File: config.mk
export PLATFORM = sky130hd
export DESIGN_NAME = expression_lexer_flat
export DESIGN_NICKNAME = d
export VERILOG_FILES = /design/src/sv/el_pkg.sv /design/src/sv/el_chars_if.sv /design/src/sv/el_tok_if.sv /design/src/sv/expression_lexer.sv /design/src/sv/el_step.sv /design/src/sv/el_tok_fifo.sv /design/src/flat_wrapper.sv
export SDC_FILE = /design/constraint.sdc
export NUM_CORES = 1
export LEC_CHECK = 0
export ABC_AREA = 1
export BUFFER_PORTS_ARGS = -buffer_cell sky130_fd_sc_hd__buf_2
export CORE_MARGIN = 1.5
export CORE_UTILIZATION = 50
export DETAILED_ROUTE_END_ITERATION = 7
export GPL_TIMING_DRIVEN = 1
export PLACE_DENSITY = 0.74
export REMOVE_ABC_BUFFERS = 1
export SETUP_SLACK_MARGIN = 0.3
export SLEW_MARGIN = 10
export SYNTH_ARGS = -nofsm -noshare
export SYNTH_HDL_FRONTEND = slang
export SYNTH_HIERARCHICAL = 1
export SYNTH_SLANG_ARGS = --single-unit
File: constraint.sdc
create_clock -name clk -period 20.1 [get_ports clk]
set_input_delay 4.02 -clock clk [delete_from_list [all_inputs] [get_ports clk]]
set_output_delay 4.02 -clock clk [all_outputs]
set_load 0.1 [all_outputs]
File: src/sv/el_pkg.sv
// el_pkg: shared types, codes and character helpers for the expression lexer
// depends on nothing; used by el_step, el_tok_fifo and expression_lexer
package el_pkg;

	// saturation point of the byte counter
	localparam logic [16:0] POS_CAP = 17'd65535;

	// tokens one item can cause at most, and depth of the token queue
	localparam int MAX_TOKS   = 3;
	localparam int FIFO_DEPTH = 4;
	localparam int FIFO_AW    = $clog2(FIFO_DEPTH);
	localparam int CNT_W      = FIFO_AW + 1;
	localparam int TOKN_W     = $clog2(MAX_TOKS + 1);

	typedef enum logic [4:0] {
		K_EOI      = 5'd0,
		K_INT      = 5'd1,
		K_DEC      = 5'd2,
		K_SYM      = 5'd3,
		K_COMMA    = 5'd4,
		K_LPAREN   = 5'd5,
		K_RPAREN   = 5'd6,
		K_SEMI     = 5'd7,
		K_PLUS     = 5'd8,
		K_MINUS    = 5'd9,
		K_STAR     = 5'd10,
		K_SLASH    = 5'd11,
		K_PERCENT  = 5'd12,
		K_ASSIGN   = 5'd13,
		K_EQ       = 5'd14,
		K_NE       = 5'd15,
		K_GT       = 5'd16,
		K_GE       = 5'd17,
		K_LT       = 5'd18,
		K_LE       = 5'd19,
		K_ERROR    = 5'd20
	} kind_t;

	// lexer mode, one-hot
	typedef enum logic [6:0] {
		MODE_IDLE   = 7'b0000001,
		MODE_INT    = 7'b0000010,
		MODE_INTDOT = 7'b0000100,
		MODE_DEC    = 7'b0001000,
		MODE_SYM    = 7'b0010000,
		MODE_OP     = 7'b0100000,
		MODE_ERR    = 7'b1000000
	} mode_t;

	// first character of a possible two-character operator
	typedef enum logic [1:0] {
		OP_ASSIGN = 2'd0,
		OP_BANG   = 2'd1,
		OP_GT     = 2'd2,
		OP_LT     = 2'd3
	} pop_t;

	localparam logic [7:0] CH_DOT   = 8'h2E;
	localparam logic [7:0] CH_UNDER = 8'h5F;
	localparam logic [7:0] CH_EQ    = 8'h3D;
	localparam logic [7:0] CH_BANG  = 8'h21;
	localparam logic [7:0] CH_LT    = 8'h3C;
	localparam logic [7:0] CH_GT    = 8'h3E;

	typedef struct packed {
		mode_t       mode;
		logic [15:0] tstart;
		logic [16:0] bpos;
		pop_t        pop;
	} st_t;

	typedef struct packed {
		kind_t       kind;
		logic [15:0] pos;
		logic [15:0] len;
		logic        final_r;
	} tok_t;

	function automatic logic [15:0] sat16(input logic [16:0] v);
		return v[16] ? 16'hFFFF : v[15:0];
	endfunction

	function automatic logic is_digit(input logic [7:0] c);
		return c inside {[8'h30:8'h39]};
	endfunction

	function automatic logic is_alpha(input logic [7:0] c);
		return c inside {[8'h41:8'h5A], [8'h61:8'h7A]};
	endfunction

	function automatic logic is_space(input logic [7:0] c);
		return c inside {8'h20, [8'h09:8'h0D]};
	endfunction

	function automatic kind_t op_single(input pop_t p);
		case (p)
			OP_ASSIGN: return K_ASSIGN;
			OP_BANG:   return K_ERROR;
			OP_GT:     return K_GT;
			default:   return K_LT;
		endcase
	endfunction

	function automatic kind_t op_pair(input pop_t p);
		case (p)
			OP_ASSIGN: return K_EQ;
			OP_BANG:   return K_NE;
			OP_GT:     return K_GE;
			default:   return K_LE;
		endcase
	endfunction

	// single-character punctuation; K_ERROR when the byte is none of them
	function automatic kind_t punct_kind(input logic [7:0] c);
		case (c)
			8'h2C:   return K_COMMA;
			8'h28:   return K_LPAREN;
			8'h29:   return K_RPAREN;
			8'h3B:   return K_SEMI;
			8'h2B:   return K_PLUS;
			8'h2D:   return K_MINUS;
			8'h2A:   return K_STAR;
			8'h2F:   return K_SLASH;
			8'h25:   return K_PERCENT;
			default: return K_ERROR;
		endcase
	endfunction

	// token from kind, start and end offsets, saturated to 16 bits
	function automatic tok_t make_tok(input kind_t k, input logic [16:0] s,
			input logic [16:0] e);
		tok_t t;
		t.kind    = k;
		t.pos     = sat16(s);
		t.len     = sat16((e > s) ? (e - s) : 17'd0);
		t.final_r = 1'b0;
		return t;
	endfunction

endpackage

File: src/sv/el_chars_if.sv
// el_chars_if: character request channel of the expression lexer
// valid/ready handshake with one byte per request; no dependencies
interface el_chars_if;
	logic       valid;
	logic       ready;
	logic       byte_present;
	logic [7:0] char_code;
	logic       last;

	modport source(output valid, byte_present, char_code, last, input ready);
	modport sink(input valid, byte_present, char_code, last, output ready);
endinterface

File: src/sv/el_tok_if.sv
// el_tok_if: token request channel of the expression lexer
// valid/ready handshake with one token per request; no dependencies
interface el_tok_if;
	logic        valid;
	logic        ready;
	logic [4:0]  token_kind;
	logic [15:0] token_pos;
	logic [15:0] token_len;
	logic        final_result;

	modport source(output valid, token_kind, token_pos, token_len, final_result,
		input ready);
	modport sink(input valid, token_kind, token_pos, token_len, final_result,
		output ready);
endinterface

File: src/sv/expression_lexer.sv
// expression_lexer: streaming tokenizer, one byte per request in, tokens out
// tokens of an accepted request are registered into the token queue
// throughput: one byte per cycle while the four-entry token queue holds at most
// one token; each token leaves the queue in its own token channel handshake
// reset: clears lexer mode, token start, byte counter and the token queue
// depends on el_pkg, el_chars_if, el_tok_if, el_step, el_tok_fifo
module expression_lexer (
	input  logic     clk,
	input  logic     arst_n,
	el_chars_if.sink chars,
	el_tok_if.source tokens
);
	import el_pkg::*;

	st_t                      state_q;
	st_t                      st_nxt;
	tok_t [MAX_TOKS-1:0]      toks;
	logic [TOKN_W-1:0]        tok_n;
	logic                     room;
	logic                     acc;
	logic [CNT_W-1:0]         count;

	assign chars.ready = room;
	assign acc         = chars.valid && chars.ready;

	// one request of lexing logic
	el_step u_step (
		.st           (state_q),
		.byte_present (chars.byte_present),
		.char_code    (chars.char_code),
		.last         (chars.last),
		.st_nxt       (st_nxt),
		.toks         (toks),
		.tok_n        (tok_n)
	);

	// lexer state
	always_ff @(posedge clk or negedge arst_n) begin
		if (!arst_n) begin
			state_q.mode   <= MODE_IDLE;
			state_q.tstart <= '0;
			state_q.bpos   <= '0;
			state_q.pop    <= OP_ASSIGN;
		end else if (acc) begin
			state_q <= st_nxt;
		end
	end

	// token queue
	el_tok_fifo u_fifo (
		.clk       (clk),
		.arst_n    (arst_n),
		.push      (acc),
		.push_n    (tok_n),
		.push_toks (toks),
		.room      (room),
		.count     (count),
		.tokens    (tokens)
	);

	// end of input returns to the reset state
	a_last_resets: assert property (@(posedge clk) disable iff (!arst_n)
		acc && chars.last |=> state_q.mode == MODE_IDLE && state_q.bpos == '0)
		else $error("state not cleared after end of input");

	// byte counter never exceeds its saturation point
	a_bpos_cap: assert property (@(posedge clk) disable iff (!arst_n)
		state_q.bpos <= POS_CAP)
		else $error("byte counter above cap");

	// queue never overfills
	a_no_overflow: assert property (@(posedge clk) disable iff (!arst_n)
		count <= CNT_W'(FIFO_DEPTH))
		else $error("token queue overflow");

	// a byte without end of input produces at most two tokens
	a_tok_bound: assert property (@(posedge clk) disable iff (!arst_n)
		acc && !chars.last |-> tok_n <= TOKN_W'(2))
		else $error("too many tokens without end of input");

endmodule

File: src/sv/el_step.sv
// el_step: next lexer state and the up to three tokens caused by one request
// depends on el_pkg
module el_step (
	input  el_pkg::st_t                      st,
	input  logic                             byte_present,
	input  logic [7:0]                       char_code,
	input  logic                             last,
	output el_pkg::st_t                      st_nxt,
	output el_pkg::tok_t [el_pkg::MAX_TOKS-1:0] toks,
	output logic [el_pkg::TOKN_W-1:0]        tok_n
);
	import el_pkg::*;

	localparam int NCAND = 4;

	always_comb begin
		tok_t                cand [NCAND];
		logic [NCAND-1:0]    cv;
		mode_t               mode1;
		logic [15:0]         ts1;
		pop_t                po1;
		logic [16:0]         pos;
		logic [16:0]         bpos1;
		logic                fresh;
		logic [TOKN_W-1:0]   n;

		for (int i = 0; i < NCAND; i++) begin
			cand[i] = make_tok(K_EOI, 17'd0, 17'd0);
		end
		cv    = '0;
		mode1 = st.mode;
		ts1   = st.tstart;
		po1   = st.pop;
		pos   = st.bpos;
		bpos1 = st.bpos;
		fresh = 1'b0;

		// byte against the pending token
		if (byte_present) begin
			case (st.mode)
				MODE_OP: begin
					cv[0] = 1'b1;
					mode1 = MODE_IDLE;
					if (char_code == CH_EQ) begin
						cand[0] = make_tok(op_pair(st.pop), {1'b0, st.tstart}, pos + 17'd1);
					end else begin
						cand[0] = make_tok(op_single(st.pop), {1'b0, st.tstart}, pos);
						fresh   = 1'b1;
					end
				end
				MODE_INT, MODE_INTDOT, MODE_DEC: begin
					if (is_digit(char_code)) begin
						if (st.mode == MODE_INTDOT) mode1 = MODE_DEC;
					end else if (char_code == CH_DOT && st.mode == MODE_INT) begin
						mode1 = MODE_INTDOT;
					end else if (is_alpha(char_code)) begin
						cv[0]   = 1'b1;
						cand[0] = make_tok(K_ERROR, {1'b0, st.tstart}, pos);
						mode1   = MODE_ERR;
					end else begin
						cv[0]   = 1'b1;
						cand[0] = make_tok((st.mode == MODE_DEC) ? K_DEC : K_INT,
							{1'b0, st.tstart}, pos);
						mode1   = MODE_IDLE;
						fresh   = 1'b1;
					end
				end
				MODE_SYM: begin
					if (!(is_alpha(char_code) || is_digit(char_code) ||
							char_code == CH_UNDER)) begin
						cv[0]   = 1'b1;
						cand[0] = make_tok(K_SYM, {1'b0, st.tstart}, pos);
						mode1   = MODE_IDLE;
						fresh   = 1'b1;
					end
				end
				MODE_ERR: begin
				end
				default: begin
					mode1 = MODE_IDLE;
					fresh = 1'b1;
				end
			endcase

			// byte that starts something new
			if (fresh) begin
				if (is_space(char_code)) begin
				end else if (is_digit(char_code)) begin
					ts1   = sat16(pos);
					mode1 = MODE_INT;
				end else if (is_alpha(char_code) || char_code == CH_UNDER) begin
					ts1   = sat16(pos);
					mode1 = MODE_SYM;
				end else if (char_code == CH_EQ || char_code == CH_BANG ||
						char_code == CH_GT || char_code == CH_LT) begin
					ts1   = sat16(pos);
					mode1 = MODE_OP;
					if (char_code == CH_EQ)        po1 = OP_ASSIGN;
					else if (char_code == CH_BANG) po1 = OP_BANG;
					else if (char_code == CH_GT)   po1 = OP_GT;
					else                           po1 = OP_LT;
				end else begin
					cv[1]   = 1'b1;
					cand[1] = make_tok(punct_kind(char_code), pos, pos + 17'd1);
				end
			end

			bpos1 = (pos < POS_CAP) ? pos + 17'd1 : POS_CAP;
		end

		// end of input: flush, eoi, back to reset state
		st_nxt.mode   = mode1;
		st_nxt.tstart = ts1;
		st_nxt.bpos   = bpos1;
		st_nxt.pop    = po1;
		if (last) begin
			case (mode1)
				MODE_INT, MODE_INTDOT: begin
					cv[2] = 1'b1;
					cand[2] = make_tok(K_INT, {1'b0, ts1}, bpos1);
				end
				MODE_DEC: begin
					cv[2] = 1'b1;
					cand[2] = make_tok(K_DEC, {1'b0, ts1}, bpos1);
				end
				MODE_SYM: begin
					cv[2] = 1'b1;
					cand[2] = make_tok(K_SYM, {1'b0, ts1}, bpos1);
				end
				MODE_OP: begin
					cv[2] = 1'b1;
					cand[2] = make_tok(op_single(po1), {1'b0, ts1}, bpos1);
				end
				default: begin
				end
			endcase
			cv[3]   = 1'b1;
			cand[3] = make_tok(K_EOI, bpos1, bpos1);
			st_nxt.mode   = MODE_IDLE;
			st_nxt.tstart = '0;
			st_nxt.bpos   = '0;
			st_nxt.pop    = OP_ASSIGN;
		end

		// pack the valid candidates in order
		toks = '0;
		n    = '0;
		for (int i = 0; i < NCAND; i++) begin
			if (cv[i] && n < TOKN_W'(MAX_TOKS)) begin
				toks[n[$clog2(MAX_TOKS)-1:0]] = cand[i];
				n = n + TOKN_W'(1);
			end
		end
		for (int j = 0; j < MAX_TOKS; j++) begin
			toks[j].final_r = (TOKN_W'(j + 1) == n);
		end
		tok_n = n;
	end

endmodule

File: src/sv/el_tok_fifo.sv
// el_tok_fifo: small token queue, takes up to three tokens a cycle, gives one
// per token channel handshake; depends on el_pkg and el_tok_if
module el_tok_fifo (
	input  logic                             clk,
	input  logic                             arst_n,
	input  logic                             push,
	input  logic [el_pkg::TOKN_W-1:0]        push_n,
	input  el_pkg::tok_t [el_pkg::MAX_TOKS-1:0] push_toks,
	output logic                             room,
	output logic [el_pkg::CNT_W-1:0]         count,
	el_tok_if.source                         tokens
);
	import el_pkg::*;

	tok_t               mem_q [FIFO_DEPTH];
	logic [FIFO_AW-1:0] wptr_q;
	logic [FIFO_AW-1:0] rptr_q;
	logic [CNT_W-1:0]   cnt_q;
	logic               pop;
	logic [CNT_W-1:0]   n_in;

	assign pop  = tokens.valid && tokens.ready;
	assign n_in = push ? CNT_W'(push_n) : '0;
	assign room = cnt_q <= CNT_W'(FIFO_DEPTH - MAX_TOKS);
	assign count = cnt_q;

	// pointers and fill level
	always_ff @(posedge clk or negedge arst_n) begin
		if (!arst_n) begin
			wptr_q <= '0;
			rptr_q <= '0;
			cnt_q  <= '0;
		end else begin
			wptr_q <= wptr_q + n_in[FIFO_AW-1:0];
			if (pop) rptr_q <= rptr_q + FIFO_AW'(1);
			cnt_q <= cnt_q + n_in - (pop ? CNT_W'(1) : CNT_W'(0));
		end
	end

	// entry writes, up to three consecutive slots
	always_ff @(posedge clk) begin
		for (int e = 0; e < FIFO_DEPTH; e++) begin
			logic [FIFO_AW-1:0] off;
			off = FIFO_AW'(e) - wptr_q;
			if (push && CNT_W'(off) < n_in) begin
				mem_q[e] <= push_toks[off[$clog2(MAX_TOKS)-1:0]];
			end
		end
	end

	// head of queue drives the channel
	assign tokens.valid        = cnt_q != '0;
	assign tokens.token_kind   = mem_q[rptr_q].kind;
	assign tokens.token_pos    = mem_q[rptr_q].pos;
	assign tokens.token_len    = mem_q[rptr_q].len;
	assign tokens.final_result = mem_q[rptr_q].final_r;

endmodule
File: src/flat_wrapper.sv
// flat-port wrapper written by rule: the top's interface ports become plain ports
module expression_lexer_flat import el_pkg::*;
  (clk, arst_n, chars_valid, chars_byte_present, chars_char_code, chars_last, chars_ready, tokens_valid, tokens_token_kind, tokens_token_pos, tokens_token_len, tokens_final_result, tokens_ready);
  el_chars_if chars_i ();
  el_tok_if tokens_i ();
  input  logic clk;
  input  logic arst_n;
  input wire logic [$bits(chars_i.valid)-1:0] chars_valid;
  input wire logic [$bits(chars_i.byte_present)-1:0] chars_byte_present;
  input wire logic [$bits(chars_i.char_code)-1:0] chars_char_code;
  input wire logic [$bits(chars_i.last)-1:0] chars_last;
  output wire logic [$bits(chars_i.ready)-1:0] chars_ready;
  output wire logic [$bits(tokens_i.valid)-1:0] tokens_valid;
  output wire logic [$bits(tokens_i.token_kind)-1:0] tokens_token_kind;
  output wire logic [$bits(tokens_i.token_pos)-1:0] tokens_token_pos;
  output wire logic [$bits(tokens_i.token_len)-1:0] tokens_token_len;
  output wire logic [$bits(tokens_i.final_result)-1:0] tokens_final_result;
  input wire logic [$bits(tokens_i.ready)-1:0] tokens_ready;
  assign chars_i.valid = chars_valid;
  assign chars_i.byte_present = chars_byte_present;
  assign chars_i.char_code = chars_char_code;
  assign chars_i.last = chars_last;
  assign chars_ready = chars_i.ready;
  assign tokens_valid = tokens_i.valid;
  assign tokens_token_kind = tokens_i.token_kind;
  assign tokens_token_pos = tokens_i.token_pos;
  assign tokens_token_len = tokens_i.token_len;
  assign tokens_final_result = tokens_i.final_result;
  assign tokens_i.ready = tokens_ready;
  expression_lexer u_core (.clk(clk), .arst_n(arst_n), .chars(chars_i), .tokens(tokens_i));
endmodule
* Word level (Yosys, flattened, before mapping)
Memory sizes are Yosys's and may differ from the RTL's. Cells that the tools add are included.
Word-level totals: memories kept 1, flip-flop bits (word level) 49, logic and storage cells 236, input bits 14, RAM bits 152, output and inout bits 40
Operators by class: add/subtract/negate cells 17, muxes and demuxes 114, order comparisons 32, equality and inequality tests 34, reduce and logical (&&, ||, !) cells 31
Memory list:
- u_core.u_fifo.mem_q | words 4, width 38, rd ports 1, clocked after Yosys merged registers in 0, wr ports 4, RTL line el_tok_fifo.sv:15 | tok_t mem_q [FIFO_DEPTH];
Operators with widths (number):
- two-way mux 38 bit | 17
- bitwise mux 114 bit | 3
- two-way mux 114 bit | 3
- binary-select mux 38 bit (select 2 bit) | 4
- demux 38 bit (select 2 bit) | 3
- two-way mux 16 bit | 13
- two-way mux 76 bit | 2
- one-hot mux 38 bit (4 select lines) | 1
- == test 8 x 6 -> 1 bit (second input constant) | 15
- two-way mux 17 bit | 7
- one-hot mux 38 bit (3 select lines) | 1
- two-way mux 7 bit | 11
- > comparator 17 x 16 -> 1 bit | 3
- subtractor 17 x 16 -> 17 bit | 3
- one-hot mux 5 bit (3 select lines) | 3
- one-hot mux 5 bit (9 select lines) | 1
- two-way mux 42 bit | 1
- two-way mux 35 bit | 1
- > comparator 17 bit | 2
- subtractor 17 bit | 2
- two-way mux 2 bit | 15
- two-way mux 1 bit | 25
- less-than comparator 2 x 3 -> 1 bit (second input constant) | 7
- one-hot mux 7 bit (3 select lines) | 1
- other kinds (39) | 84

* Depth between registers and ports, before layout
depth in word-level cells 27, depth in mapped cells 39

* Cells and area by module
The synthesis kept the hierarchy.
By module, submodules not included:
- el_tok_fifo | sequential area each 4739.5 um2, times used 1, area each 9476.6 um2, cells an instance 1291
- el_step | sequential area each 0.0 um2, times used 1, area each 9138.8 um2, cells an instance 1803
- expression_lexer | sequential area each 1052.3 um2, times used 1, area each 1780.5 um2, cells an instance 184

* Worst setup path before layout
Ideal clock, no wire load.
path kind in2reg, start in chars_char_code[3], end mem u_core/u_fifo/mem_q[3][0] in the netlist's numbering, enable pin, path buffers 5, path slack 8.272 ns, data arrival time 11.337 ns, stages 29, cell sequence buf_4 -> inv_1 -> nand2_1 -> nor2_2 -> a21oi_1 -> nand2_1 -> nand2_2 -> nor2_4 -> nand3_2 -> inv_1 -> a31oi_1 -> a21oi_1 -> clkbuf_1 -> clkbuf_1 -> ha_1 -> clkbuf_1 -> nand2_1 -> nand4_1 -> buf_4 -> nand2_1 -> inv_1 -> ha_1 -> nor2_1 -> inv_1 -> or2_2 -> nand2_1 -> nand2_1 -> ha_1 -> a211oi_1
RTL lines:
- start: declaration | RTL line flat_wrapper.sv:10 | input wire logic [$bits(chars_i.char_code)-1:0] chars_char_code;
- end: declaration | RTL line el_tok_fifo.sv:15

==> results <==
- The flow ran to the end, and the final reports show no timing, DRC or antenna violations.
- The total area inside the core boundary comes to between 40000 and 50000 sq um.
- The clock buffer count from CTS is 23.
- Timing would allow up to roughly 96 MHz.
- The final net count is 3295.
- The first detailed-routing pass ran for 6 iterations.
- The cell sitting at the root of the clock tree is a sky130_fd_sc_hd__clkbuf_16.
- From bottom edge to top edge, the die measures a little over 200 um.
- The largest net degree at the start of global routing is 99.
- Among the stages of the critical path, the cell type that occurs most often is sky130_fd_sc_hd__nand2_1.
- The clock latency on the worst-skew pair is between 0.5 and 0.6 ns.
- The capture point of the worst reg-to-reg path is u_core/u_fifo/mem_q[3][12]$_DFFE_PP_.
- The share of async-settable or async-resettable flops after synthesis is between 20% and 30%.
- For this design the top-level I/O count stands at 54.
- The cell count after synthesis came out at 3278.
- The die covers ~42000 sq um.
- For the worst setup path, the data arrival time is 10.88 ns.
- The final number of max-transition violations came to 0.
- The total global-route track usage is approximately 34%.
- In this run, post-CTS hold repair placed 0 buffers.
- The category of the worst setup path capture point is a flip-flop.
- The post-CTS clock slew at the launch and capture registers of the worst setup and hold paths is ~0.060 ns.
- The mean instance size in the synthesized netlist is ~6.2 sq um.
- The share of layout cells above drive strength 1 is between 8 and 9%.
- The buffer levels on the longest clock path is 3.
- Headroom to the max-slew limit came out at between 10% and 20%.
- Once the clock tree was built, the resizer swapped 0 gates to a different size.
- In the synthesized netlist the dominant register cell turns out to be sky130_fd_sc_hd__edfxtp_1.
- After synthesis, the cell types taking the most area are sky130_fd_sc_hd__nand2_1, sky130_fd_sc_hd__edfxtp_1, sky130_fd_sc_hd__nand3_1, sky130_fd_sc_hd__dfrtp_1, sky130_fd_sc_hd__o21ai_0.
- Summed over its instances, the top area cell type makes up between 20% and 30% of the synthesized netlist area.
- The initialized floorplan defines 73 standard-cell rows.
- The initial antenna violation count is 0.
- CTS built an H-tree with a depth of 1.
- After detailed routing, the total wire length is roughly 71 mm.
- The destination of the critical timing path is u_core/u_fifo/mem_q[3][12]$_DFFE_PP_.
- The beginning of the critical path is chars_char_code[6].
- During synthesis, Yosys emitted a total of 6 warnings.
- The number of flops mapped to enable cells by yosys is approximately 150.
- sky130_fd_sc_hd__nand2_1 takes more of the synthesized area than any other cell.
- Setup repair after global routing left no endpoint under its margin.
- The post-route core utilization is 53.4%.
- The post-route minimum period is ~10 ns.
- The type of the tightest min-delay check is reg -> reg.
- The per-cell via count in the routed design is 5.83.
- Setup violations remaining at the end of the flow were counted as 0.
- The filler cells instantiated in the layout total ~4100.
- The post-detailed-placement half-perimeter wirelength is 50.3 mm.
- The critical path is of the in -> reg type.
- The number of antenna diodes in the final layout is 0.
- The portion of the clock cycle consumed by the worst path in the final layout is 52.0%.
- The slew at the pin closest to its max-slew limit is 1.31 ns.
- The number of library cell types mapped by synthesis is slightly below 60.
- The layout overhead on the synthesized area is 4.74%.
- The cell area after technology mapping is about 20000 sq um.
- The post-detailed-route wirelength per cell is approximately 19 um.
- Summing over every cut layer, the via total after detailed routing is ~22000.
- The number of buffers and inverters on the critical path is 5.
- The worst-path cell with the longest stage delay is sky130_fd_sc_hd__xnor2_2.
- In this run, synthesis produced a sequential element count of approximately 200.
- The most used standard cell by instance count after synthesis is sky130_fd_sc_hd__nand2_1.
- The instance count on the critical path is 30.
- The number of buffers added for setup after CTS is 0.
- Summing the sequential cell areas from Yosys gives 28.4% of the chip area.
- The x dimension of the die is between 200 and 250 um.
- For the worst flop-to-flop path, the logic depth is 29.
- The count of nets left with antenna violations once routing finished came out at 0.
- The commonest cells after synthesis are sky130_fd_sc_hd__nand2_1, sky130_fd_sc_hd__nor2_1, sky130_fd_sc_hd__nand3_1, sky130_fd_sc_hd__inv_1, sky130_fd_sc_hd__o21ai_0.
- STA classifies the critical path startpoint as an input pin.
- On the worst path, the slowest cell contributes a delay of ~0.67 ns.
- Routability-driven placement finished with a final weighted congestion of 1.04.
- For the final routed database, the setup TNS stands at 0 ns.
- Between clock sinks in the finished design, the worst skew comes to 0.0326 ns.
- The effective utilization at floorplan is around half.
- Port buffering added 53 buffers.
- The via count of the first global-routing pass is between 15000 and 20000.
- The top fanout value on the critical path is 32.
- The total overflow left after global routing is 0.
- The global-route wire length before repair is about 110 mm.
- The number of failing hold endpoints at the final stage is 0.
- The worst reg2reg path startpoint is u_core/state_q[39]$_DFFE_PN0P_.
- The clock drives 201 sinks.
- The data required time at the worst endpoint is just over 20 ns.
- For flop-to-flop paths, the worst setup slack is around 12 ns.
- The max-capacitance violation count is 0.
- The violation count after the first detailed-route iteration is approximately 2500.
- In this design, the largest share of critical-path delay is due to compound AO/OA/AOI/OAI gates.
- TritonCTS built the clock tree.
- The total DRC errors in the routed layout is 0.
[sequential cells by signal, indices dropped and copies added, names as in the netlist]
| name | flops |
|---|---|
| u_core/u_fifo/mem_q | 152 |
| u_core/state_q | 42 |
| u_core/u_fifo/rptr_q | 2 |
| u_core/u_fifo/wptr_q | 2 |
| u_core/u_fifo/count | 3 |
[worst reg2reg max path, delay by kind of cell, from the launching register on]
family / cells / cell delay [ns]
compound gates: 8 / 2.35
simple gates: 15 / 2.59
fa+ha+maj: 1 / 0.40
flops: 1 / 0.43
xor+xnor: 1 / 0.67
buf+inv: 4 / 1.19
[routing by layer]
metal	share of wire (%)	track usage (%)	vias up	wire, um
met1	43	47.8	10140	30700
li1	-	-	10413	-
met3	9.6	4.37	153	6830
met4	3.5	12.0	0	2490
met2	43	51.8	1103	30700
met5	0	0	-	0
[area by class of cell]
class | instances | area, sq um | area share, %
multi-input combinational | 2590 | 12600 | 58.8
sequential | 201 | 5800 | 27.2
inverter | 301 | 1140 | 5.32
tap | 525 | 657 | 3.08
clock buffer | 28 | 594 | 2.78
timing repair buffer | 79 | 460 | 2.16
clock inverter | 14 | 150 | 0.703
[placed cells by master (no fill, tap or decap), types with 4 or more instances in the layout]
cell type	netlist	layout
sky130_fd_sc_hd__nand2_1	1227	1227
sky130_fd_sc_hd__nor2_1	318	317
sky130_fd_sc_hd__nand3_1	298	298
sky130_fd_sc_hd__inv_1	280	280
sky130_fd_sc_hd__o21ai_0	239	239
sky130_fd_sc_hd__edfxtp_1	152	152
sky130_fd_sc_hd__a21oi_1	120	119
sky130_fd_sc_hd__ha_1	81	81
sky130_fd_sc_hd__buf_2	62	53
sky130_fd_sc_hd__dfrtp_1	48	45
sky130_fd_sc_hd__nand4_1	38	38
sky130_fd_sc_hd__xnor2_1	32	32
sky130_fd_sc_hd__nand2_2	30	30
sky130_fd_sc_hd__nor3_1	31	29
sky130_fd_sc_hd__buf_4	25	26
sky130_fd_sc_hd__or2_2	25	25
sky130_fd_sc_hd__clkbuf_16	0	23
sky130_fd_sc_hd__xor2_1	23	23
sky130_fd_sc_hd__inv_2	16	16
sky130_fd_sc_hd__o22ai_2	16	16
sky130_fd_sc_hd__nor3_2	12	14
sky130_fd_sc_hd__a31oi_1	12	12
sky130_fd_sc_hd__nor2_2	11	11
sky130_fd_sc_hd__clkinv_2	0	8
sky130_fd_sc_hd__nor2_4	7	8
sky130_fd_sc_hd__nand3_2	8	8
sky130_fd_sc_hd__o211ai_1	7	7
sky130_fd_sc_hd__o21ai_1	6	6
sky130_fd_sc_hd__clkbuf_1	78	5
sky130_fd_sc_hd__clkinv_1	3	4
sky130_fd_sc_hd__fa_1	4	4
sky130_fd_sc_hd__a21boi_0	4	4
[worst min-delay path by stage]
stage	start	to	slack, ns	depth (start not counted)
after floorplan	u_core/state_q[25]$_DFFE_PN0P_	u_core/state_q[25]$_DFFE_PN0P_	0.44	2
after global placement	u_core/state_q[26]$_DFFE_PN0P_	u_core/state_q[26]$_DFFE_PN0P_	0.45	2
after detailed placement	u_core/state_q[33]$_DFFE_PN0P_	u_core/state_q[33]$_DFFE_PN0P_	0.46	2
after CTS	u_core/state_q[32]$_DFFE_PN0P_	u_core/state_q[32]$_DFFE_PN0P_	0.47	2
after global routing	u_core/state_q[33]$_DFFE_PN0P_	u_core/state_q[33]$_DFFE_PN0P_	0.48	2
final	u_core/state_q[32]$_DFFE_PN0P_	u_core/state_q[32]$_DFFE_PN0P_	0.48	2
[metrics by stage]
step	setup WS [ns]	hold WS, ns	cells	area, sq um
global route	9.14	0.483	3738	21400
CTS	9.89	0.472	3738	21400
floorplan	4.91	0.442	3092	19400
finish	9.64	0.476	3738	21400
detailed placement	9.35	0.459	3696	20600
global placement	9.25	0.453	3696	20600
[logic make-up (layout without fill, tap and decap cells)]
logic type,Yosys count,in the layout,synth area share [%]
AOI/OAI and AO/OA,426,426,11.6
DFF,201,201,28.4
and+or+nand+nor,2022,2022,41.9
muxes,1,1,0.0491
adders and majority gates,85,85,5.36
buffers and inverters,487,422,10.3
xor gates and xnor gates,56,56,2.44
Power is not shown: default switching activity piles up to over one toggle a cycle in this logic, so the estimate is an artifact.
